$ cat src/rtl/ctms_ram.sv
// Generic simple dual-port RAM: one write port, one read port, registered read.
// No dependencies.
module ctms_ram #(
    parameter int WIDTH = 8,
    parameter int DEPTH = 16,
    localparam int ADDR_W = (DEPTH > 1) ? $clog2(DEPTH) : 1
) (
    input  logic              i_clk,
    input  logic              i_we,
    input  logic [ADDR_W-1:0] i_waddr,
    input  logic [WIDTH-1:0]  i_wdata,
    input  logic              i_re,
    input  logic [ADDR_W-1:0] i_raddr,
    output logic [WIDTH-1:0]  o_rdata
);

    logic [WIDTH-1:0] r_mem [DEPTH];
    logic [WIDTH-1:0] r_rdata;

    always_ff @(posedge i_clk) begin
        if (i_we) begin
            r_mem[i_waddr] <= i_wdata;
        end
        if (i_re) begin
            r_rdata <= r_mem[i_raddr];
        end
    end

    assign o_rdata = r_rdata;

endmodule

$ cat config.mk
export PLATFORM = sky130hd
export DESIGN_NAME = ctms_ram
export DESIGN_NICKNAME = d
export VERILOG_FILES = /design/src/rtl/ctms_ram.sv
export SDC_FILE = /design/constraint.sdc
export NUM_CORES = 1
export LEC_CHECK = 0
export CORE_ASPECT_RATIO = 1.2
export CORE_UTILIZATION = 25
export CTS_BUF_LIST = sky130_fd_sc_hd__clkbuf_16
export DETAILED_ROUTE_END_ITERATION = 10
export DONT_BUFFER_PORTS = 1
export PLACE_DENSITY_LB_ADDON = 0.2
export SKIP_CTS_REPAIR_TIMING = 1
export SYNTH_ARGS = -nofsm -noshare
export SYNTH_HDL_FRONTEND = slang
export SYNTH_SLANG_ARGS = --single-unit
$ cat constraint.sdc
create_clock -name i_clk -period 3.3 [get_ports i_clk]
set_input_delay 0.165 -clock i_clk [delete_from_list [all_inputs] [get_ports i_clk]]
set_output_delay 0.165 -clock i_clk [all_outputs]
set_load 0.03 [all_outputs]
# Yosys cells after proc, flatten, opt, wreduce, memory -nomap -nowiden

Memory sizes are Yosys's and may differ from the RTL's. A register that Yosys moved wholly into a read port is not among the register bits.
Cells that the tools add are included.

Memories: 1
Bits of input ports: 19
Word-level logic and storage cells: 3
Register bits after elaboration: 0
Memory bits (writable): 128
Output and inout bits: 8

Memory list:

| memory | words | width | rd ports | clocked after memory_dff | wr ports | RTL line | source |
|---|---|---|---|---|---|---|---|
| r_mem  | 16    | 8     | 1        | 1                        | 1        | 17       | `logic [WIDTH-1:0] r_mem [DEPTH];` |

Muxes and demuxes: 2

Operator list:

| operator         | number |
|---|---|
| 2-to-1 mux 1 bit | 2 |

# Longest topological paths before layout

Gate-level depths: netlist of the first run.

Depth in word-level cells: 2
Depth in mapped cells: 5
Mapped depth without buffers: 3

# Worst setup path after synthesis of the first run

Ideal clock, no wire load.

Path kind: input to register
Start point: input i_waddr[2]
End point: memory r_mem[0][0], enable pin
Required time: 2,917 ps
Stages on the path: 2
Setup time: 383 ps
Buffers on the path: 0
Path slack: 1,642 ps
Arrival time: 1,275 ps
Cells stage by stage: or3b_2 > nor3_1

RTL lines:

| item               | RTL line | source |
|---|---|---|
| start: declaration | 10       | `input logic [ADDR_W-1:0] i_waddr,` |
| end: declaration   | 17       |  |

Straight into the memory's write port.

==> results.json, run 1 <==
{
  "max_stage_delay_ns": 0.55,
  "synth_commonest_cells": "edfxtp_1 (136), mux4_2 (18), a22oi_1 (16)",
  "grt_util_all_layers_pct": 11.2,
  "ant_nets": 0,
  "ys.flop_type": "edfxtp_1",
  "die_width_microns": 134,
  "top_layer_used": "met4",
  "gp_congestion": 0.672,
  "crit_chain": "mux4_1 -> a22oi_1 -> nand2_1",
  "synth_area_per_cell_sq_um": 22.8,
  "rsz0062_at_grt": "false",
  "crit_slowest_cell": "mux4_1",
  "syn_nets": 248,
  "synth_edf_count": 136,
  "clock_path_buffers": 2,
  "r2r_slack_ns": 1.74,
  "route.detailed.drc": 0,
  "syn_area_sq_um": 5230,
  "placed_cells_incl_taps": 488,
  "grt_pass1_wl_microns": 16400,
  "final_cells": 529,
  "pre_cts_slack_ns": 1.59,
  "dpl.hpwl_microns": 6960,
  "area_growth_pct": 18.1,
  "cts_sinks": 136,
  "worst_pin_slew_ns": 0.968,
  "path_delay_family": "multiplexers",
  "coreArea_sq_um": 20400,
  "ys_seq_area_share_pct": 78.1,
  "crit_path_max_fanout": 1,
  "drtIter0Drc": 107,
  "totalWireLength_microns": 11300,
  "grt_pass1_vias": 2449,
  "power.density_nw_per_um2": 639,
  "irDropWorstVdd_mv": 0.384,
  "drv_slew": 0,
  "synthCells": 229,
  "async_flop_share_pct": 0,
  "status": "completed",
  "hp-class": "input port to register",
  "cts_tree": "done",
  "viasPerCell": 4.39,
  "vias": 2324,
  "yosys-top-cells-area": "edfxtp_1 (78%), mux4_2 (7.8%), mux4_1 (7.0%), a22oi_1 (2.3%), nor2_1 (0.93%)",
  "p_leak_nw": 1.95,
  "path_buf_inv": 0,
  "fin_nets": 270,
  "synth_seq_cells": 136,
  "period_minus_slack_ns": 1.56,
  "drt-wirelength-per-cell_microns": 21.4,
  "arrival_ns": 1.71,
  "drive_above_1_share_pct": 20.1,
  "fp.dieArea_sq_um": 21500,
  "finalSetupViolCount": 0,
  "tns_ns": 0,
  "cts_buffers": 17,
  "io_buffers": 0,
  "initial_core_util_pct": 25.6,
  "drv_cap": 0,
  "antenna_cells": 0,
  "max_clock_freq_ghz": 0.639,
  "rows": 57,
  "synthDominantAreaCellType": "edfxtp_1",
  "hold_viol": 0,
  "grt-ovfl-total": 0,
  "synth_most_common_cell": "edfxtp_1",
  "register_area_sq_um": 4080,
  "fp.dieH_microns": 160,
  "dr_wl_met3_microns": 644,
  "netlist.area_leader.share_pct": 78.1,
  "setup_ws_ns": 1.74,
  "crit_required_ns": 3.45,
  "clkLatencyLatePin_ns": 0.41,
  "m1WireLength_microns": 5120,
  "multi_input_area_sq_um": 1060,
  "root_buffer": "clkbuf_16",
  "cp-end-kind": "register",
  "critPathKind": "register to register",
  "synth_warnings": 0,
  "synth.distinct_cells": 18,
  "finalCritPeriodShare_pct": 47.4,
  "htree_levels": 4,
  "clk_pin_slew_ns": 0.06,
  "grt_max_degree": 33,
  "wl_met2_microns": 5470,
  "clock_skew_ns": 0.00621,
  "max-slew-margin-rel_pct": 35.3,
  "boundaryPins": 27,
  "fillers": 2027,
  "antenna_found_initial": 0,
  "dr.pass1.iters": 4,
  "startpoint_type": "register"
}
-- area by class of cell --
class,count,share of cell area [%]
repair buffers,13,1.95
well taps,265,5.37
clock inverters,15,2.51
flip-flops and latches,136,66.2
clock buffers,17,6.89
multi-input cells,83,17.1
-- power by group --
group | switching, mW | internal [mW]
combinational | 0.0767 | 0.0627
clock | 0.716 | 1.11
sequential | 0.0288 | 1.95
total | 0.821 | 3.12
-- metrics by stage --
stage / power (mW) / util (%) / hold WS (ns) / area [sq um]
after CTS: 3.96 / 29.8 / -0.175 / 6080
after detailed placement: 2.12 / 27.0 / 0.265 / 5500
after global placement: 2.12 / 27.0 / 0.265 / 5500
after global routing: 4.08 / 30.3 / 0.126 / 6170
after floorplan: 2.11 / - / 0.264 / 5230
final: 3.95 / 30.3 / 0.139 / 6170
-- state kept, by name, indices dropped and copies added (netlist names) --
register and cells:
r_mem 128, o_rdata 8
-- per-layer routing --
metal	vias up	GRT usage (%)
li1	1027	-
met1	1243	14.0
met2	50	17.4
met3	4	4.61
met4	0	4.03
met5	-	0
-- worst paths after layout --
check                                       startpoint  depth (start not counted)               endpoint
worst max register to register   r_mem[2][2]$_DFFE_PP_                          3   o_rdata[2]$_DFFE_PP_
worst min-delay path                        i_waddr[0]                          2  r_mem[4][0]$_DFFE_PP_
worst max-delay path             r_mem[2][2]$_DFFE_PP_                          3   o_rdata[2]$_DFFE_PP_
worst min register to register  r_mem[15][5]$_DFFE_PP_                          3   o_rdata[5]$_DFFE_PP_
-- cell families (layout without fill, tap and decap cells) --
| logic type | Yosys count | after routing | synth area share, % |
|---|---|---|---|
| flops | 136 | 136 | 78.1 |
| compound gates | 16 | 16 | 2.30 |
| mux | 32 | 32 | 14.8 |
| simple gates | 35 | 35 | 3.14 |
| buf+inv | 10 | 45 | 1.65 |
-- placed cells by master (no fill, tap or decap), types with 2 or more instances in the layout --
cell             n
a22oi_1         16
buf_4            4
bufinv_16        2
clkbuf_16       17
clkinv_2         2
clkinv_4         6
dlygate4sd3_1    9
edfxtp_1       136
inv_6            2
mux4_1          14
mux4_2          18
nand2_1          9
nand2b_1         2
nand3b_1         2
nor2_1          13
nor3_1           4
(Power assumes the default switching activity.)
==> inputs of run 2 (changes only) <==
--- a/config.mk
+++ b/config.mk
@@ -5,6 +5,7 @@
 export SDC_FILE = /design/constraint.sdc
 export NUM_CORES = 1
 export LEC_CHECK = 0
+export ABC_AREA = 1
 export CORE_ASPECT_RATIO = 1.2
 export CORE_UTILIZATION = 25
 export CTS_BUF_LIST = sky130_fd_sc_hd__clkbuf_16
==> constraint.sdc (replaced) <==
create_clock -name i_clk -period 1.4 [get_ports i_clk]
set_input_delay 0.07 -clock i_clk [delete_from_list [all_inputs] [get_ports i_clk]]
set_output_delay 0.07 -clock i_clk [all_outputs]
set_load 0.03 [all_outputs]
==> run 2 against run 1 <==
Effect of this change: the flow now finishes with violations (hold timing); worst hold slack got worse by 0.15 ns; sequential power increased by 140%; area after synthesis increased by 12%; clock skew increased by 0.0026 ns; non-clock buffer count increased by 18; clock power increased by 140%; cell count increased by 70%; highest routed layer unchanged.
==> results.json, run 2 <==
{
  "status": "finished with violations",
  "violations": "hold timing",
  "multi_input_area_sq_um": 1210,
  "synth_warnings": 0,
  "critPathKind": "register to register",
  "grt_pass1_wl_microns": 22200,
  "syn_nets": 570,
  "drtIter0Drc": 194,
  "max_clock_freq_ghz": 0.853,
  "dpl.hpwl_microns": 9090,
  "crit_path_max_fanout": 1,
  "crit_chain": "inv_1 -> nand2_1 -> nand3_1 -> nand3_1 -> nand3_1 -> nand2_1",
  "clk_pin_slew_ns": 0.06,
  "clkLatencyLatePin_ns": 0.41,
  "area_growth_pct": 18.5,
  "hp-class": "input port to register",
  "cts_sinks": 136,
  "cts_tree": "done",
  "cts_buffers": 17,
  "layout_common_cells": "nand2_1 (173), edfxtp_1 (136), inv_1 (102)",
  "drive_above_1_share_pct": 8.47,
  "boundaryPins": 27,
  "ant_nets": 0,
  "register_area_sq_um": 4080,
  "setup_ws_ns": 0.228,
  "finalSetupViolCount": 0,
  "root_buffer": "clkbuf_16",
  "netlist.area_leader.share_pct": 69.8,
  "synth.distinct_cells": 11,
  "antenna_found_initial": 0,
  "grt_util_all_layers_pct": 12.9,
  "crit_slowest_cell": "edfxtp_1",
  "tns_ns": 0,
  "crit_required_ns": 1.56,
  "clock_path_buffers": 2,
  "pre_cts_slack_ns": 0.115,
  "startpoint_type": "register",
  "route.detailed.drc": 0,
  "coreArea_sq_um": 22700,
  "viasPerCell": 4.19,
  "ys_seq_area_share_pct": 69.8,
  "max_stage_delay_ns": 0.35,
  "synthCells": 551,
  "grt_max_degree": 66,
  "async_flop_share_pct": 0,
  "largest_reg_flops": 128,
  "rows": 60,
  "dr.pass1.iters": 5,
  "fp.dieArea_sq_um": 24000,
  "irDropWorstVdd_mv": 0.599,
  "yosys-top-cells-area": "edfxtp_1 (70%), nand2_1 (11%), nand3_1 (8.3%), inv_1 (6.4%), buf_6 (1.2%)",
  "drv_slew": 0,
  "max-slew-margin-rel_pct": 41.1,
  "drt-wirelength-per-cell_microns": 16.5,
  "syn_area_sq_um": 5850,
  "fin_nets": 596,
  "grt-ovfl-total": 0,
  "arrival_ns": 1.33,
  "synthDominantAreaCellType": "edfxtp_1",
  "final_common_cell": "nand2_1",
  "cp-end-kind": "register",
  "drv_cap": 0,
  "totalWireLength_microns": 14900,
  "regMostFlops": "r_mem",
  "power.density_nw_per_um2": 1380,
  "cp_common_cell": "nand3_1",
  "gp_congestion": 0.778,
  "synth_area_per_cell_sq_um": 10.6,
  "worst_pin_slew_ns": 0.880,
  "grt_pass1_vias": 3721,
  "synth_seq_cells": 136,
  "rsz0062_at_grt": "false",
  "vias": 3767,
  "synth_most_common_cell": "nand2_1",
  "synth_commonest_cells": "nand2_1 (173), edfxtp_1 (136), inv_1 (100)",
  "hold-worst-slack_ns": -0.00808,
  "die_width_microns": 142,
  "period_minus_slack_ns": 1.17,
  "fp.dieH_microns": 170,
  "antenna_cells": 0,
  "clock_skew_ns": 0.00879,
  "ys.flop_type": "edfxtp_1",
  "hold_viol": 3,
  "htree_levels": 4,
  "finalCritPeriodShare_pct": 83.7,
  "io_buffers": 0,
  "synth_edf_count": 136,
  "initial_core_util_pct": 25.8,
  "p_leak_nw": 2.87,
  "fillers": 2396
}
==> run 2: cell types whose count changed after synthesis, moves of 2 or more <==
cell | before | now
buf_6 | 3 | 6
buf_2 | 3 | 13
mux4_2 | 18 | 0
inv_1 | 0 | 100
clkdlybuf4s25_2 | 3 | 0
nand3_1 | 1 | 97
nor3_1 | 4 | 0
inv_2 | 0 | 2
nand2_1 | 9 | 173
buf_4 | 1 | 4
nand2b_1 | 2 | 0
a22oi_1 | 16 | 0
mux4_1 | 14 | 0
nor2_1 | 13 | 17
==> run 2: final cells by class <==
cell class / instances / share of cell area, %
Clock buffer: 17 / 6.14
Clock inverter: 15 / 2.35
Inverter: 102 / 5.53
Multi-Input combinational cell: 289 / 17.5
Sequential cell: 136 / 58.9
Tap cell: 310 / 5.60
Timing Repair Buffer: 31 / 3.94
==> run 2: logic make-up (layout without fill, tap and decap cells) <==
family / Yosys count / count (layout) / share of synthesized area [%]
DFF: 136 / 136 / 69.8
and+or+nand+nor: 289 / 289 / 20.8
buffers and inverters: 126 / 165 / 9.39
==> run 2: worst paths after layout <==
kind	start	end	slack, ns	cells after the start
max	r_mem[4][7]$_DFFE_PP_	o_rdata[7]$_DFFE_PP_	0.23	6
min	i_raddr[2]	o_rdata[3]$_DFFE_PP_	-0.008	3
max reg2reg	r_mem[4][7]$_DFFE_PP_	o_rdata[7]$_DFFE_PP_	0.23	6
min reg2reg	r_mem[10][7]$_DFFE_PP_	o_rdata[7]$_DFFE_PP_	0.77	6
==> run 2: worst max-delay path, delay by kind of cell, from the launching register on <==
family                 cells  cell delay (ns)
DFF                        1             0.35
and+or+nand+nor            5             0.51
buffers and inverters      1             0.06
==> run 2: routing by layer <==
metal | track usage [%] | up-vias | part of all wire (%)
met3 | 2.68 | 14 | 4.1
met4 | 5.42 | 0 | 2.3
li1 | - | 1831 | -
met2 | 23.2 | 88 | 52
met5 | 0 | - | 0
met1 | 14.7 | 1834 | 42
==> run 2: metrics by stage <==
stage	cell area [sq um]	total power, mW	utilization, %	hold WS [ns]	std cells
floorplan	5850	5.05	-	0.169	551
global placement	6230	5.13	27.5	0.170	857
detailed placement	6230	5.13	27.5	0.170	857
CTS	6820	9.57	30.1	-0.261	889
global route	6930	9.90	30.6	0.00233	900
finish	6930	9.59	30.6	-0.00808	900
==> run 2: power by group <==
part	switching, mW	total, mW	internal (mW)
Combinational	0.327	0.474	0.147
Clock	1.68	4.45	2.77
Sequential	0.0756	4.67	4.59
==> inputs of run 3 (changes only) <==
==> constraint.sdc (replaced) <==
create_clock -name i_clk -period 1 [get_ports i_clk]
set_input_delay 0.05 -clock i_clk [delete_from_list [all_inputs] [get_ports i_clk]]
set_output_delay 0.05 -clock i_clk [all_outputs]
set_load 0.03 [all_outputs]
==> run 3 against run 2 <==
Effect of this change: the flow finishes with violations (hold timing, setup timing); design area is 5.4% higher; die area did not move; power grew 49%; global-route usage down 0.051 points; register-to-register slack got worse by 0.31 ns; critical path type is now input port to register; highest routed layer unchanged.
==> results.json, run 3 (synthesized netlist as in run 2, its figures left out) <==
{
  "status": "finished with violations",
  "violations": "hold timing, setup timing",
  "path_buf_inv": 1,
  "dr.pass1.iters": 4,
  "clock_skew_ns": 0.00725,
  "power.density_nw_per_um2": 1950,
  "path_delay_family": "buffers and inverters",
  "fp.dieArea_sq_um": 24000,
  "register_area_sq_um": 4080,
  "multi_input_area_sq_um": 1480,
  "clk_pin_slew_ns": 0.06,
  "regMostFlops": "r_mem",
  "arrival_ns": 1.19,
  "finalCritPeriodShare_pct": 110,
  "max-slew-margin-rel_pct": 39.7,
  "grt-ovfl-total": 0,
  "crit_path_max_fanout": 16,
  "vias": 3767,
  "io_buffers": 0,
  "placed_cells_incl_taps": 860,
  "antenna_found_initial": 0,
  "drv_cap": 0,
  "fp.dieH_microns": 170,
  "crit_path_start": "i_wdata[6]",
  "fin_nets": 597,
  "fillers": 2382,
  "drt-wirelength-per-cell_microns": 16.4,
  "crit_required_ns": 1.09,
  "drtIter0Drc": 225,
  "totalWireLength_microns": 14700,
  "boundaryPins": 27,
  "crit_slowest_cell": "dlygate4sd3_1",
  "die_width_microns": 142,
  "crit_chain": "dlygate4sd3_1",
  "irDropWorstVdd_mv": 1.19,
  "max_clock_freq_ghz": 0.911,
  "rows": 60,
  "coreArea_sq_um": 22700,
  "hp-class": "input port to register",
  "hold_viol": 8,
  "final_cells": 900,
  "r2r_start": "r_mem[2][4]$_DFFE_PP_",
  "cts_buffers": 17,
  "cp-end-kind": "register",
  "grt_max_degree": 66,
  "drive_above_1_share_pct": 18.1,
  "startpoint_type": "input port",
  "drv_slew": 0,
  "gp_congestion": 0.746,
  "route.detailed.drc": 0,
  "hp-start": "i_raddr[3]",
  "htree_levels": 4,
  "worst_pin_slew_ns": 0.902,
  "finalSetupViolCount": 46,
  "cts_tree": "done",
  "critPathKind": "input port to register",
  "dpl_cell_area_sq_um": 6290,
  "grt_pass1_wl_microns": 21800,
  "grt_util_all_layers_pct": 12.8,
  "final_common_cell": "nand2_1",
  "fin_area_sq_um": 7310,
  "ant_nets": 0,
  "antenna_cells": 0,
  "p_leak_nw": 3.03,
  "initial_core_util_pct": 25.8,
  "viasPerCell": 4.19,
  "cts_sinks": 136,
  "dpl.hpwl_microns": 9130,
  "clkLatencyLatePin_ns": 0.42,
  "hold-worst-slack_ns": -0.140,
  "grt_pass1_vias": 3622,
  "largest_reg_flops": 128,
  "layout_common_cells": "nand2_1 (168), edfxtp_1 (136), inv_1 (101)",
  "root_buffer": "clkbuf_16",
  "rsz0062_at_grt": "true",
  "max_stage_delay_ns": 1.12,
  "setup_ws_ns": -0.0979,
  "area_growth_pct": 25.0,
  "period_minus_slack_ns": 1.10,
  "clock_path_buffers": 2
}
[run 3: layout make-up]
class                           instances  area share [%]
Sequential cell                       136            55.9
Clock inverter                         14            3.17
Multi-Input combinational cell        289            20.3
Inverter                              102            5.24
Timing Repair Buffer                   32            4.28
Tap cell                              310            5.31
Clock buffer                           17            5.82
[run 3: path summary, 6_finish.rpt]
| kind | slack, ns | depth (start not counted) | endpoint |
|---|---|---|---|
| hold / removal | -0.14 | 2 | o_rdata[3]$_DFFE_PP_ |
| setup reg to reg | -0.08 | 6 | o_rdata[4]$_DFFE_PP_ |
| hold reg to reg | 0.76 | 6 | o_rdata[2]$_DFFE_PP_ |
| setup / recovery | -0.1 | 1 | r_mem[10][6]$_DFFE_PP_ |
[run 3: power by group]
| group | internal, mW | total (mW) | switching, mW |
|---|---|---|---|
| combinational | 0.265 | 0.776 | 0.511 |
| clock | 4.64 | 6.95 | 2.31 |
| sequential | 6.43 | 6.53 | 0.0971 |
| total | 11.3 | 14.2 | 2.92 |
[run 3: worst reg2reg max path: stages, from the launching register on]
cell and delay (ns):
edfxtp_1 0.35, nand2_1 0.07, nand2_1 0.04, nand2_1 0.06
nand3_2 0.13, nand3_2 0.11, nand2_1 0.06
[run 3: through the flow]
stage	setup TNS (ns)	power [mW]	hold WS [ns]	utilization [%]	setup slack, ns
after floorplan	-0.0540	7.08	0.149	-	-0.000845
after detailed placement	-1.00	7.21	0.150	27.7	-0.153
final	-3.01	14.2	-0.140	32.2	-0.0979
after CTS	-1.35	14.1	-0.297	30.6	-0.159
after global routing	-3.88	14.7	-0.138	32.2	-0.137
after global placement	-0.973	7.21	0.150	27.7	-0.154
[run 3: routing by layer]
metal  global-route usage (%)  vias up  part of all wire, %
met4                     5.14        0                  1.6
li1                         -     1832                    -
met2                     22.9       76                   53
met3                     2.74       16                  3.6
met5                        0        -                    0
met1                     14.9     1843                   42
