--- src/rtl/ctms_pkg.sv ---
// Shared constants and types for the chunked tile map store.
// Depends on nothing; chunked_tile_map_store and ctms_addr import it.
package ctms_pkg;

    // Store geometry
    localparam int MAX_CHUNKS      = 64;
    localparam int MAX_CHUNK_SHIFT = 4;
    localparam int TILE_BITS       = 8;

    // Field widths
    localparam int COORD_W    = 32;
    localparam int VALUE_W    = 8;
    localparam int SHIFT_W    = 3;
    localparam int COUNT_W    = 7;
    localparam int CFG_IDX_W  = 2;
    localparam int CFG_DATA_W = COUNT_W;

    // Derived sizes
    localparam int SLOT_AW         = 2 * MAX_CHUNK_SHIFT;
    localparam int SLOTS_PER_CHUNK = 1 << SLOT_AW;
    localparam int CHUNK_AW        = (MAX_CHUNKS > 1) ? $clog2(MAX_CHUNKS) : 1;
    localparam int STORE_DEPTH     = MAX_CHUNKS * SLOTS_PER_CHUNK;
    localparam int STORE_AW        = $clog2(STORE_DEPTH);
    localparam int VAL_W           = (TILE_BITS < VALUE_W) ? TILE_BITS : VALUE_W;
    localparam int SH_W            = $clog2(MAX_CHUNK_SHIFT + 1);

    // Configuration register set
    typedef struct packed {
        logic [SHIFT_W-1:0] chunk_shift;
        logic [COUNT_W-1:0] count_x;
        logic [COUNT_W-1:0] count_y;
        logic [COUNT_W-1:0] count_z;
    } t_cfg;

    // Resolved location of one access
    typedef struct packed {
        logic                in_range;
        logic [CHUNK_AW-1:0] chunk;
        logic [SLOT_AW-1:0]  offset;
    } t_addr;

endpackage

--- src/rtl/ctms_addr.sv ---
// Two-stage address unit: bounds check, chunk index multiply-add, tile offset.
// Depends on ctms_pkg.
module ctms_addr (
    input  logic                   i_clk,
    input  logic                   i_rst_n,
    input  logic                   i_start,
    input  logic [ctms_pkg::COORD_W-1:0] i_tile_x,
    input  logic [ctms_pkg::COORD_W-1:0] i_tile_y,
    input  logic [ctms_pkg::COORD_W-1:0] i_tile_z,
    input  ctms_pkg::t_cfg         i_cfg,
    output logic                   o_done,
    output ctms_pkg::t_addr        o_addr
);
    import ctms_pkg::*;

    localparam int P_W   = 2 * COUNT_W;
    localparam int YX_W  = 2 * COUNT_W + 1;
    localparam int IDX_W = 3 * COUNT_W + 1;

    logic [SH_W-1:0]            eff_sh;
    logic [COORD_W-1:0]         cx;
    logic [COORD_W-1:0]         cy;
    logic [MAX_CHUNK_SHIFT:0]   mask;
    logic [MAX_CHUNK_SHIFT-1:0] relx;
    logic [MAX_CHUNK_SHIFT-1:0] rely;
    logic [IDX_W-1:0]           idx;

    logic                r1_valid;
    logic                r1_ok;
    logic [COUNT_W-1:0]  r1_z;
    logic [P_W-1:0]      r1_p;
    logic [YX_W-1:0]     r1_yx;
    logic [SLOT_AW-1:0]  r1_off;
    logic                r2_valid;
    t_addr               r2_addr;

    // Effective shift: zero acts as one, clamp at the maximum
    always_comb begin
        if (i_cfg.chunk_shift == '0) begin
            eff_sh = SH_W'(1);
        end else if (int'(i_cfg.chunk_shift) > MAX_CHUNK_SHIFT) begin
            eff_sh = SH_W'(MAX_CHUNK_SHIFT);
        end else begin
            eff_sh = SH_W'(i_cfg.chunk_shift);
        end
    end

    assign cx   = i_tile_x >> eff_sh;
    assign cy   = i_tile_y >> eff_sh;
    assign mask = ((MAX_CHUNK_SHIFT + 1)'(1) << eff_sh) - 1'b1;
    assign relx = i_tile_x[MAX_CHUNK_SHIFT-1:0] & mask[MAX_CHUNK_SHIFT-1:0];
    assign rely = i_tile_y[MAX_CHUNK_SHIFT-1:0] & mask[MAX_CHUNK_SHIFT-1:0];

    // Stage 1: bounds, layer size and in-layer index
    always_ff @(posedge i_clk) begin
        if (!i_rst_n) begin
            r1_valid <= 1'b0;
        end else begin
            r1_valid <= i_start;
        end
    end

    always_ff @(posedge i_clk) begin
        if (i_start) begin
            r1_ok  <= (cx < COORD_W'(i_cfg.count_x)) && (cy < COORD_W'(i_cfg.count_y)) &&
                      (i_tile_z < COORD_W'(i_cfg.count_z));
            r1_z   <= i_tile_z[COUNT_W-1:0];
            r1_p   <= P_W'(i_cfg.count_y) * P_W'(i_cfg.count_x);
            r1_yx  <= YX_W'(cy[COUNT_W-1:0]) * YX_W'(i_cfg.count_x) +
                      YX_W'(cx[COUNT_W-1:0]);
            r1_off <= (SLOT_AW'(rely) << eff_sh) | SLOT_AW'(relx);
        end
    end

    // Stage 2: full chunk index and store limit
    assign idx = IDX_W'(r1_z) * IDX_W'(r1_p) + IDX_W'(r1_yx);

    always_ff @(posedge i_clk) begin
        if (!i_rst_n) begin
            r2_valid <= 1'b0;
        end else begin
            r2_valid <= r1_valid;
        end
    end

    always_ff @(posedge i_clk) begin
        if (r1_valid) begin
            r2_addr.in_range <= r1_ok && (idx < IDX_W'(MAX_CHUNKS));
            r2_addr.chunk    <= idx[CHUNK_AW-1:0];
            r2_addr.offset   <= r1_off;
        end
    end

    assign o_done = r2_valid;
    assign o_addr = r2_addr;

endmodule
--- config.mk ---
export PLATFORM = sky130hd
export DESIGN_NAME = ctms_addr
export DESIGN_NICKNAME = d
export VERILOG_FILES = /design/src/rtl/ctms_pkg.sv /design/src/rtl/ctms_addr.sv
export SDC_FILE = /design/constraint.sdc
export NUM_CORES = 1
export LEC_CHECK = 0
export BUFFER_PORTS_ARGS = -buffer_cell sky130_fd_sc_hd__buf_2
export CAP_MARGIN = 0
export CELL_PAD_IN_SITES_DETAIL_PLACEMENT = 1
export CELL_PAD_IN_SITES_GLOBAL_PLACEMENT = 1
export CORE_MARGIN = 8
export CORE_UTILIZATION = 30
export DETAILED_ROUTE_END_ITERATION = 10
export PLACE_DENSITY = 0.6
export SLEW_MARGIN = 40
export SYNTH_ARGS = -nofsm -noshare
export SYNTH_HDL_FRONTEND = slang
export SYNTH_SLANG_ARGS = --single-unit
--- constraint.sdc ---
create_clock -name i_clk -period 4.8 [get_ports i_clk]
set_input_delay 0.24 -clock i_clk [delete_from_list [all_inputs] [get_ports i_clk]]
set_output_delay 0.24 -clock i_clk [all_outputs]
set_load 0.005 [all_outputs]
Word-level counts from Yosys, hierarchy flattened:

Cells that the tools add are included.

* multiplexer cells: 2
* multiply operators: 3
* bitwise gates (word level): 3
* div/mod/pow operators: 0
* add/sub/neg operators: 3
* shifts and indexed selects: 4
* reductions and logical operators: 4
* equal/unequal tests: 0
* magnitude comparators: 5

Operators with widths (number)
* less-than comparator 32 x 7 -> 1 bit: 3
* >> shifter 32 x 3 -> 32 bit: 2
* multiplier 7 x 7 -> 14 bit: 2
* adder 21 x 15 -> 22 bit: 1
* less-than comparator 22 x 7 -> 1 bit (second input constant): 1
* multiplier 7 x 14 -> 21 bit: 1
* adder 14 x 7 -> 15 bit: 1
* AND 4 bit: 2
* bitwise OR 8 x 4 -> 8 bit: 1
* left shift 4 x 3 -> 8 bit: 1
* 2-to-1 mux 3 bit: 2
* left shift 1 x 3 -> 4 bit (first input constant): 1
* subtractor 4 x 1 -> 4 bit (second input constant): 1
* greater-than comparator 3 bit (second input constant): 1
* logical AND 1 bit: 3
* logical NOT 3 bit: 1

* memories: 0
* bits in writable memories: 0
* bits in latches: 0
* input bits: 123
* memory bits (read-only): 0
* register bits after elaboration: 62
* output and inout bits: 16
* word-level logic and storage cells: 34

Longest topological paths before layout:

Gate-level depths: netlist (run 1).

* depth after elaboration: 8
* gate-level depth with buffers: 25
* depth with buffers taken out: 23

Least setup slack after synthesis (run 1):

OpenSTA, ideal clock, no wires.

* path type: input to register
* start point: in i_cfg[23] (netlist bit)
* end point: reg r1_yx[13] (data pin)
* path buffers: 2
* data arrival time: 4.986 ns
* cell stages on the path: 21
* data required time: 4.538 ns
* path slack: -0.448 ns
* cell sequence: clkbuf_1 nor2_2 buf_2 mux2i_1 a211oi_1 a21oi_1 nor2_1 fa_1 inv_1 fa_1 inv_1 fa_1 inv_1 fa_1 inv_1 ha_1 a21oi_1 a21oi_1 a311oi_1 a21oi_1 xor2_1

* cells in the longest elaborated chain, start to end: 6
* elaborated cells on any way between the ends: 8

Ends and longest elaborated chain
* from (decl): RTL line ctms_addr.sv:10 `input ctms_pkg::t_cfg i_cfg,`
* greater-than comparator 3 bit: RTL line ctms_addr.sv:41 `end else if (int'(i_cfg.chunk_shift) > MAX_CHUNK_SHIFT) begin`
* 2-to-1 mux 3 bit: RTL line ctms_addr.sv:41
* 2-to-1 mux 3 bit (*): RTL line ctms_addr.sv:39 `if (i_cfg.chunk_shift == '0) begin`
* >> shifter 32 x 3 -> 32 bit: RTL line ctms_addr.sv:49 `assign cy = i_tile_y >> eff_sh;`
* multiplier 7 x 7 -> 14 bit: RTL line ctms_addr.sv:69 `r1_yx <= YX_W'(cy[COUNT_W-1:0]) * YX_W'(i_cfg.count_x) +`
* adder 14 x 7 -> 15 bit (*): RTL line ctms_addr.sv:69
* to (signal assigned): RTL line ctms_addr.sv:69
* to (decl): RTL line ctms_addr.sv:32 `logic [YX_W-1:0] r1_yx;`

Mark *: on every way between the ends. The rest lies on a longest branch, timed or not.
A chain may end at the register's enable or synchronous reset.

Worst setup path after layout (run 1):

* start point: reg r1_p[4]
* end point: reg r2_addr, in the netlist o_addr[14] (data pin)

* cells in the longest elaborated chain, start to end: 4

Ends and longest elaborated chain
* from (decl): RTL line ctms_addr.sv:31 `logic [P_W-1:0] r1_p;`
* from (signal assigned): RTL line ctms_addr.sv:68 `r1_p <= P_W'(i_cfg.count_y) * P_W'(i_cfg.count_x);`
* multiplier 7 x 14 -> 21 bit: RTL line ctms_addr.sv:76 `assign idx = IDX_W'(r1_z) * IDX_W'(r1_p) + IDX_W'(r1_yx);`
* adder 21 x 15 -> 22 bit: RTL line ctms_addr.sv:76
* less-than comparator 22 x 7 -> 1 bit: RTL line ctms_addr.sv:88 `r2_addr.in_range <= r1_ok && (idx < IDX_W'(MAX_CHUNKS));`
* logical AND 1 bit: RTL line ctms_addr.sv:88
* to (decl): RTL line ctms_addr.sv:35 `t_addr r2_addr;`

Every way passes these cells.

==> results of run 1 <==
-- worst reg2reg max path: cells and delay by family, from the launching register on --
| family | cells | cell delay, ns |
|---|---|---|
| AND/OR/NAND/NOR | 5 | 0.99 |
| flip-flops | 1 | 0.49 |
| adder cells (fa/ha/maj) | 5 | 2.23 |
| buffers and inverters | 5 | 0.40 |
| AO/OA/AOI/OAI | 4 | 0.84 |
-- flip-flops by register name (all words and copies together), names as in the netlist --
register  count
r1_yx        15
o_done        1
r1_z          7
o_addr       15
r1_p         14
r1_valid      1
r1_off        8
r1_ok         1
-- per-stage QoR --
stage / hold WS [ns] / util / cell area (µm²) / worst slack [ns] / setup TNS (ns)
after floorplan: 0.339 / - / 10400 / -0.0942 / -0.0942
after global placement: 0.401 / 0.371 / 12400 / -0.295 / -1.24
after detailed placement: 0.408 / 0.371 / 12400 / -0.395 / -1.63
after CTS: 0.0630 / 0.384 / 12800 / -0.293 / -0.293
after global routing: 0.0713 / 0.391 / 13100 / -0.566 / -0.592
final: 0.0796 / 0.391 / 13100 / -0.318 / -0.318
-- layer usage --
metal  vias up  track usage
met5         -            0
met4         0       0.0387
met3        38       0.0147
met2       144        0.266
met1      4207        0.188
li1       4169            -
-- path summary, 6_finish.rpt --
| kind | startpoint | to |
|---|---|---|
| min reg2reg | r1_off[3] | o_addr[3] |
| min | i_tile_x[0] | r1_off[0] |
| max | r1_p[4] | o_addr[14] |
| max reg2reg | r1_p[4] | o_addr[14] |
-- cell usage after synthesis, drive strengths merged, types with 16 or more instances --
| cell | n | share of area |
|---|---|---|
| nor3 | 19 | 0.0098 |
| clkbuf | 21 | 0.0077 |
| nor4 | 19 | 0.012 |
| ha | 133 | 0.16 |
| and2 | 70 | 0.043 |
| a21oi | 42 | 0.022 |
| nand2 | 118 | 0.044 |
| fa | 129 | 0.25 |
| nor2 | 85 | 0.032 |
| o21ai | 37 | 0.018 |
| inv | 218 | 0.080 |
| mux2i | 16 | 0.016 |
| xnor2 | 20 | 0.017 |
| edfxtp | 60 | 0.18 |
| xor2 | 16 | 0.014 |
-- cell families after synthesis --
logic type	share of synthesized area
buffers and inverters	0.0934
xor gates and xnor gates	0.0310
muxes	0.0168
DFF	0.181
and+or+nand+nor	0.165
adders and majority gates	0.417
AOI/OAI and AO/OA	0.0957
-- layout by cell type, fill, tap and decap left out, types with 10 or more instances in the layout --
cell type,instances
nor3_1,18
o21ai_1,12
ha_1,119
ha_4,14
nand3_1,10
buf_2,138
mux2i_1,16
a211oi_1,10
buf_4,140
o21ai_0,22
nor4_1,18
xnor2_1,20
edfxtp_1,60
xor2_1,16
fa_1,123
nor2_1,81
a21o_1,13
a21oi_1,30
inv_1,210
nand2_1,111
and2_1,63
-- timing repair --
item                       in CTS  in global routing
gates cloned                    0                  1
setup endpoints to repair       1                  6
setup buffers                   8                 15
pin swaps                      13                 39
resized for setup              19                 41
-- final cells by class --
class | instances | area share
Clock buffer | 9 | 0.0172
Inverter | 219 | 0.0628
Timing Repair Buffer | 286 | 0.140
Sequential cell | 62 | 0.141
Multi-Input combinational cell | 810 | 0.591
Clock inverter | 7 | 0.00554
Tap cell | 448 | 0.0428
==> key figures, run 1 <==
CTS
  – Clock sinks: 62
  – H-tree depth: 3
  – Total CTS buffers: 9
  – Root buffer cell: clkbuf_16
  – CTS tree: built
  – Clock buffer depth: 2
  – Clock Pin Slew Worst Setup and Hold Paths: 0.06 ns
  – Skew-Pair Late Insertion Delay: 0.33 ns
  – Cts hold-fix bufs: 0

Placed design
  – GP Congestion: 0.860
  – Hpwl dp: 26.0 mm
  – Port buffer count: 138
  – Placed Cells incl. Taps: 1801

Finish
  – Area grow syn2layout: 28.6%
  – Fin cells: 1841
  – Layout cells sized above 1: 0.278
  – Area of the multi-input gates: 7740 µm²
  – FF/Latch Area: 1840 µm²
  – Nets: 1773
  – Diode count: 0
  – Fill cell instance count of the final layout: 3943

GRT
  – Antenna violations before repair: 0
  – First-pass GRT wire length: 49.4 mm
  – Remaining Overflow, GRT: 0
  – Largest net degree at the start of global routing: 47
  – Vias in the first global route: 9652
  – Gr usage total: 0.148

Detailed routing
  – Vias/cell: 4.65
  – Vias: 8558
  – First-pass iteration count of the detailed router: 4
  – Residual DRC: 0
  – Metal3 WL: 708 µm
  – Met1 wire length: 13.7 mm
  – DR top layer: met4
  – DRT iter0 DRCs: 199
  – Final antenna-violating net count: 0
  – Met2 WL post-DR: 14.8 mm
  – Wire length per cell: 16.2 µm
  – Final wirelength: 29.8 mm

Critical path
  – Critical path class: flip-flop to flip-flop
  – Crit-path leading delay family: adder cells
  – Slowest CP cell: fa_1
  – R2R Setup Slk: -0.32 ns
  – CP Launch Type: flip-flop
  – Peak fanout along the critical path: 5
  – CP Capture Type: flip-flop
  – Max incr delay on CP: 0.53 ns
  – Worst reg2reg path depth: 19
  – CP dominant cell by count: fa_1
  – CP required: 4.96 ns
  – WP buf/inv: 5
  – Critical path cell sequence: buf_4 -> and2_4 -> fa_1 -> inv_1 -> fa_1 -> inv_1 -> fa_1 -> inv_1 -> fa_1 -> inv_2 -> ha_4 -> nand3_1 -> nor2_1 -> a221oi_2 -> o21ai_1 -> or4_4 -> a2111oi_4 -> o2111ai_2 -> nor4_2
  – WP data arrival: 5.28 ns
  – CP Depth: 19

Timing
  – Crit path time final: 5.12 ns
  – # setup viols final: 1
  – RSZ-0062 raised after global routing: yes
  – Fin. max-slew vios: 0
  – Worst Tran Pin Value: 0.665 ns
  – Final Hold Viols: 0
  – Crit path setup slack, layout: -0.318 ns
  – Setup Skew: 0.00986 ns
  – Slew HR: 0.556
  – Final critical-path share of the clock period: 1.07
  – F_max: 195 MHz

Logic synthesis
  – Mapped cell area: 10200 µm²
  – Async S/R FF share, synth: 0
  – Syn nets: 1505
  – Post-synthesis instance total: 1120
  – Yosys warns: 0
  – Post-synth cell types: 63
  – Sequential element share of the synthesized area: 0.181
  – #FFs+latches synth: 62
  – Syn_area_per_cell: 9.09 µm²
  – Post-synth EDFFs: 60
  – Top_reg_cell synth: edfxtp_1

Floorplan
  – Row count: 67
  – Number of I/O pins: 139
  – Core Area: 33400 µm²
  – Width of the die: 200 µm
  – Die Span Y: 200 µm
  – Initial Util: 0.304
  – Die ar.: 40100 µm²

Flow run
  – Max cap viols: 0

Outcome
  – Outcome: complete, but fails checks
  – Failing checks: setup timing

Min path
  – WHS Path Cells: 1
  – Min-delay worst type: primary input to flip-flop
Power of run 1 is not shown: default switching activity piles up to over one toggle a cycle in this logic, so the estimate is an artifact.
==> run 2, diff against run 1 <==
--- a/config.mk
+++ b/config.mk
@@ -7,12 +7,13 @@
 export LEC_CHECK = 0
 export BUFFER_PORTS_ARGS = -buffer_cell sky130_fd_sc_hd__buf_2
 export CAP_MARGIN = 0
-export CELL_PAD_IN_SITES_DETAIL_PLACEMENT = 1
+export CELL_PAD_IN_SITES_DETAIL_PLACEMENT = 0
 export CELL_PAD_IN_SITES_GLOBAL_PLACEMENT = 1
 export CORE_MARGIN = 8
 export CORE_UTILIZATION = 30
 export DETAILED_ROUTE_END_ITERATION = 10
 export PLACE_DENSITY = 0.6
+export SETUP_SLACK_MARGIN = 0.15
 export SLEW_MARGIN = 40
 export SYNTH_ARGS = -nofsm -noshare
 export SYNTH_HDL_FRONTEND = slang
==> key figures, run 2 (synthesis results as in run 1) <==
Timing
  – F_max: 193 MHz (-1.1%)
  – Crit path setup slack, layout: -0.372 ns (-0.0544 ns)
  – # setup viols final: 1 (unchanged)
  – Slew HR: 0.616 (+0.0599)
  – Final critical-path share of the clock period: 1.08 (+0.0113)
  – Fin. max-slew vios: 0 (unchanged)
  – RSZ-0062 raised after global routing: yes
  – Setup Skew: 0.0162 ns (+0.00638 ns)
  – Worst Tran Pin Value: 0.571 ns (-0.0943 ns)
  – Crit path time final: 5.17 ns (+0.0544 ns)
  – Final Hold Viols: 0 (unchanged)
  – WHS: 0.0813 ns (+0.00176 ns)
  – Total negative setup slack: -0.372 ns (-0.0544 ns)

Placed design
  – GP Congestion: 0.846 (-1.6%)
  – Hpwl dp: 24.1 mm (-7.4%)
  – Port buffer count: 138 (unchanged)
  – Placed Cells incl. Taps: 1794 (-0.39%)
  – Placed inst area: 12400 µm² (-0.19%)

Finish
  – Area grow syn2layout: 30.2%
  – Nets: 1779 (+0.34%)
  – Layout cells sized above 1: 0.295 (+0.0174)
  – Commonest non-fill, non-tap cell in the layout: inv_1
  – Fin cells: 1847 (+0.33%)
  – Diode count: 0 (unchanged)
  – Final Instance Area: 13200 µm² (+1.2%)
  – Fill cell instance count of the final layout: 3342 (-15%)
  – Most frequent cells in the layout: inv_1, buf_4, buf_2, fa_1, ha_1

Critical path
  – CP required: 4.95 ns (about the same)
  – WP data arrival: 5.32 ns (+0.04 ns)
  – FF-to-FF End: o_addr[14]
  – Critical path cell sequence: buf_6 -> and2_4 -> fa_1 -> inv_2 -> fa_1 -> inv_1 -> fa_1 -> inv_2 -> fa_1 -> inv_2 -> ha_4 -> nand3_4 -> nor2_2 -> a221oi_2 -> o21ai_1 -> or4_4 -> a2111oi_4 -> o2111ai_2 -> nor4_2
  – CP Capture Type: flip-flop
  – Peak fanout along the critical path: 4 (-1)
  – CP dominant cell by count: fa_1
  – WP buf/inv: 5 (unchanged)
  – Slowest CP cell: fa_1
  – CP Launch Type: flip-flop
  – Worst reg2reg path depth: 19 (unchanged)
  – R2R Setup Slk: -0.37 ns (-0.05 ns)
  – Crit-path leading delay family: adder cells
  – Crit Reg-Reg Startpoint: r1_p[5]
  – Critical path class: flip-flop to flip-flop
  – Max incr delay on CP: 0.56 ns (+0.03 ns)

CTS
  – Clock Pin Slew Worst Setup and Hold Paths: 0.06 ns (about the same)
  – Total CTS buffers: 9 (unchanged)
  – Clock sinks: 62 (unchanged)
  – Cts hold-fix bufs: 0 (unchanged)
  – Clock buffer depth: 2 (unchanged)
  – H-tree depth: 3 (unchanged)
  – Skew-Pair Late Insertion Delay: 0.34 ns (about the same)
  – CTS tree: built
  – Root buffer cell: clkbuf_16

Detailed routing
  – Vias/cell: 4.51 (-3.0%)
  – Vias: 8331 (-2.7%)
  – Final wirelength: 27.6 mm (-7.6%)
  – Residual DRC: 0 (unchanged)
  – DRT iter0 DRCs: 299 (+50%)
  – Final antenna-violating net count: 0 (unchanged)
  – Wire length per cell: 14.9 µm (-7.9%)
  – First-pass iteration count of the detailed router: 5 (+1)

Floorplan
  – Number of I/O pins: 139 (unchanged)
  – Die Span Y: 200 µm (unchanged)
  – Row count: 67 (unchanged)
  – Width of the die: 200 µm (unchanged)
  – Core Area: 33400 µm² (unchanged)
  – Die ar.: 40100 µm² (unchanged)
  – Initial Util: 0.304 (unchanged)

Flow run
  – Max cap viols: 0 (unchanged)

GRT
  – Remaining Overflow, GRT: 0 (unchanged)
  – First-pass GRT wire length: 45.4 mm (-8.1%)
  – Largest net degree at the start of global routing: 47 (unchanged)
  – Vias in the first global route: 8905 (-7.7%)
  – Gr usage total: 0.137 (-0.0114)
  – Antenna violations before repair: 0 (unchanged)

Min path
  – Hold_sp: i_tile_x[0]
  – Min-delay worst type: primary input to flip-flop
  – WHS Path Cells: 1 (unchanged)
  – Worst Hold Endpoint: r1_off[0]

Outcome
  – Outcome: complete, but fails checks
  – Failing checks: setup timing
## run 2: changes by cell type in the layout (fill, tap and decap cells not counted), sizes merged
cell / delta
clkinv: +1
clkinvlp: -1
clkbuf: +1
inv: -1
buf: +6
## run 2: layout make-up
class                           count  area, µm²  area share
Inverter                          219        822      0.0620
Clock inverter                      6       61.3     0.00463
Clock buffer                       10        229      0.0173
Sequential cell                    62       1840       0.139
Tap cell                          448        561      0.0423
Timing Repair Buffer              292       1920       0.145
Multi-Input combinational cell    810       7820       0.590
## run 2: worst max-delay path by stage
stage,startpoint,end,slack (ns),cells after the start
after global placement,r1_p[3],o_addr[14],-0.29,18
after CTS,r1_z[6],o_addr[14],-0.34,17
after global routing,r1_p[5],o_addr[14],-0.53,18
final,r1_p[5],o_addr[14],-0.37,19
after floorplan,r1_z[6],o_addr[14],-0.09,20
after detailed placement,r1_z[1],o_addr[14],-0.40,19
## run 2: stage by stage
| step | utilization | setup slack (ns) |
|---|---|---|
| floorplan | - | -0.0942 |
| global placement | 0.370 | -0.293 |
| detailed placement | 0.370 | -0.397 |
| CTS | 0.387 | -0.339 |
| global route | 0.396 | -0.528 |
| finish | 0.396 | -0.372 |
## run 2: layer usage
metal | wire [µm] | vias up | track usage | share of wire
met5 | 0 | - | 0 | 0
met3 | 853 | 25 | 0.0171 | 0.031
met1 | 13100 | 3962 | 0.182 | 0.48
met4 | 371 | 0 | 0.0289 | 0.013
met2 | 13200 | 160 | 0.236 | 0.48
li1 | - | 4184 | - | -
## run 2: timing repair
item | in CTS | in global routing
hold endpoints to repair | 0 | 0
setup endpoints to repair | 3 | 6
setup buffers | 18 | 19
resized for setup | 30 | 54
pin swaps | 33 | 54
cloned | 0 | 0
Power of run 2 is left out for the same reason.
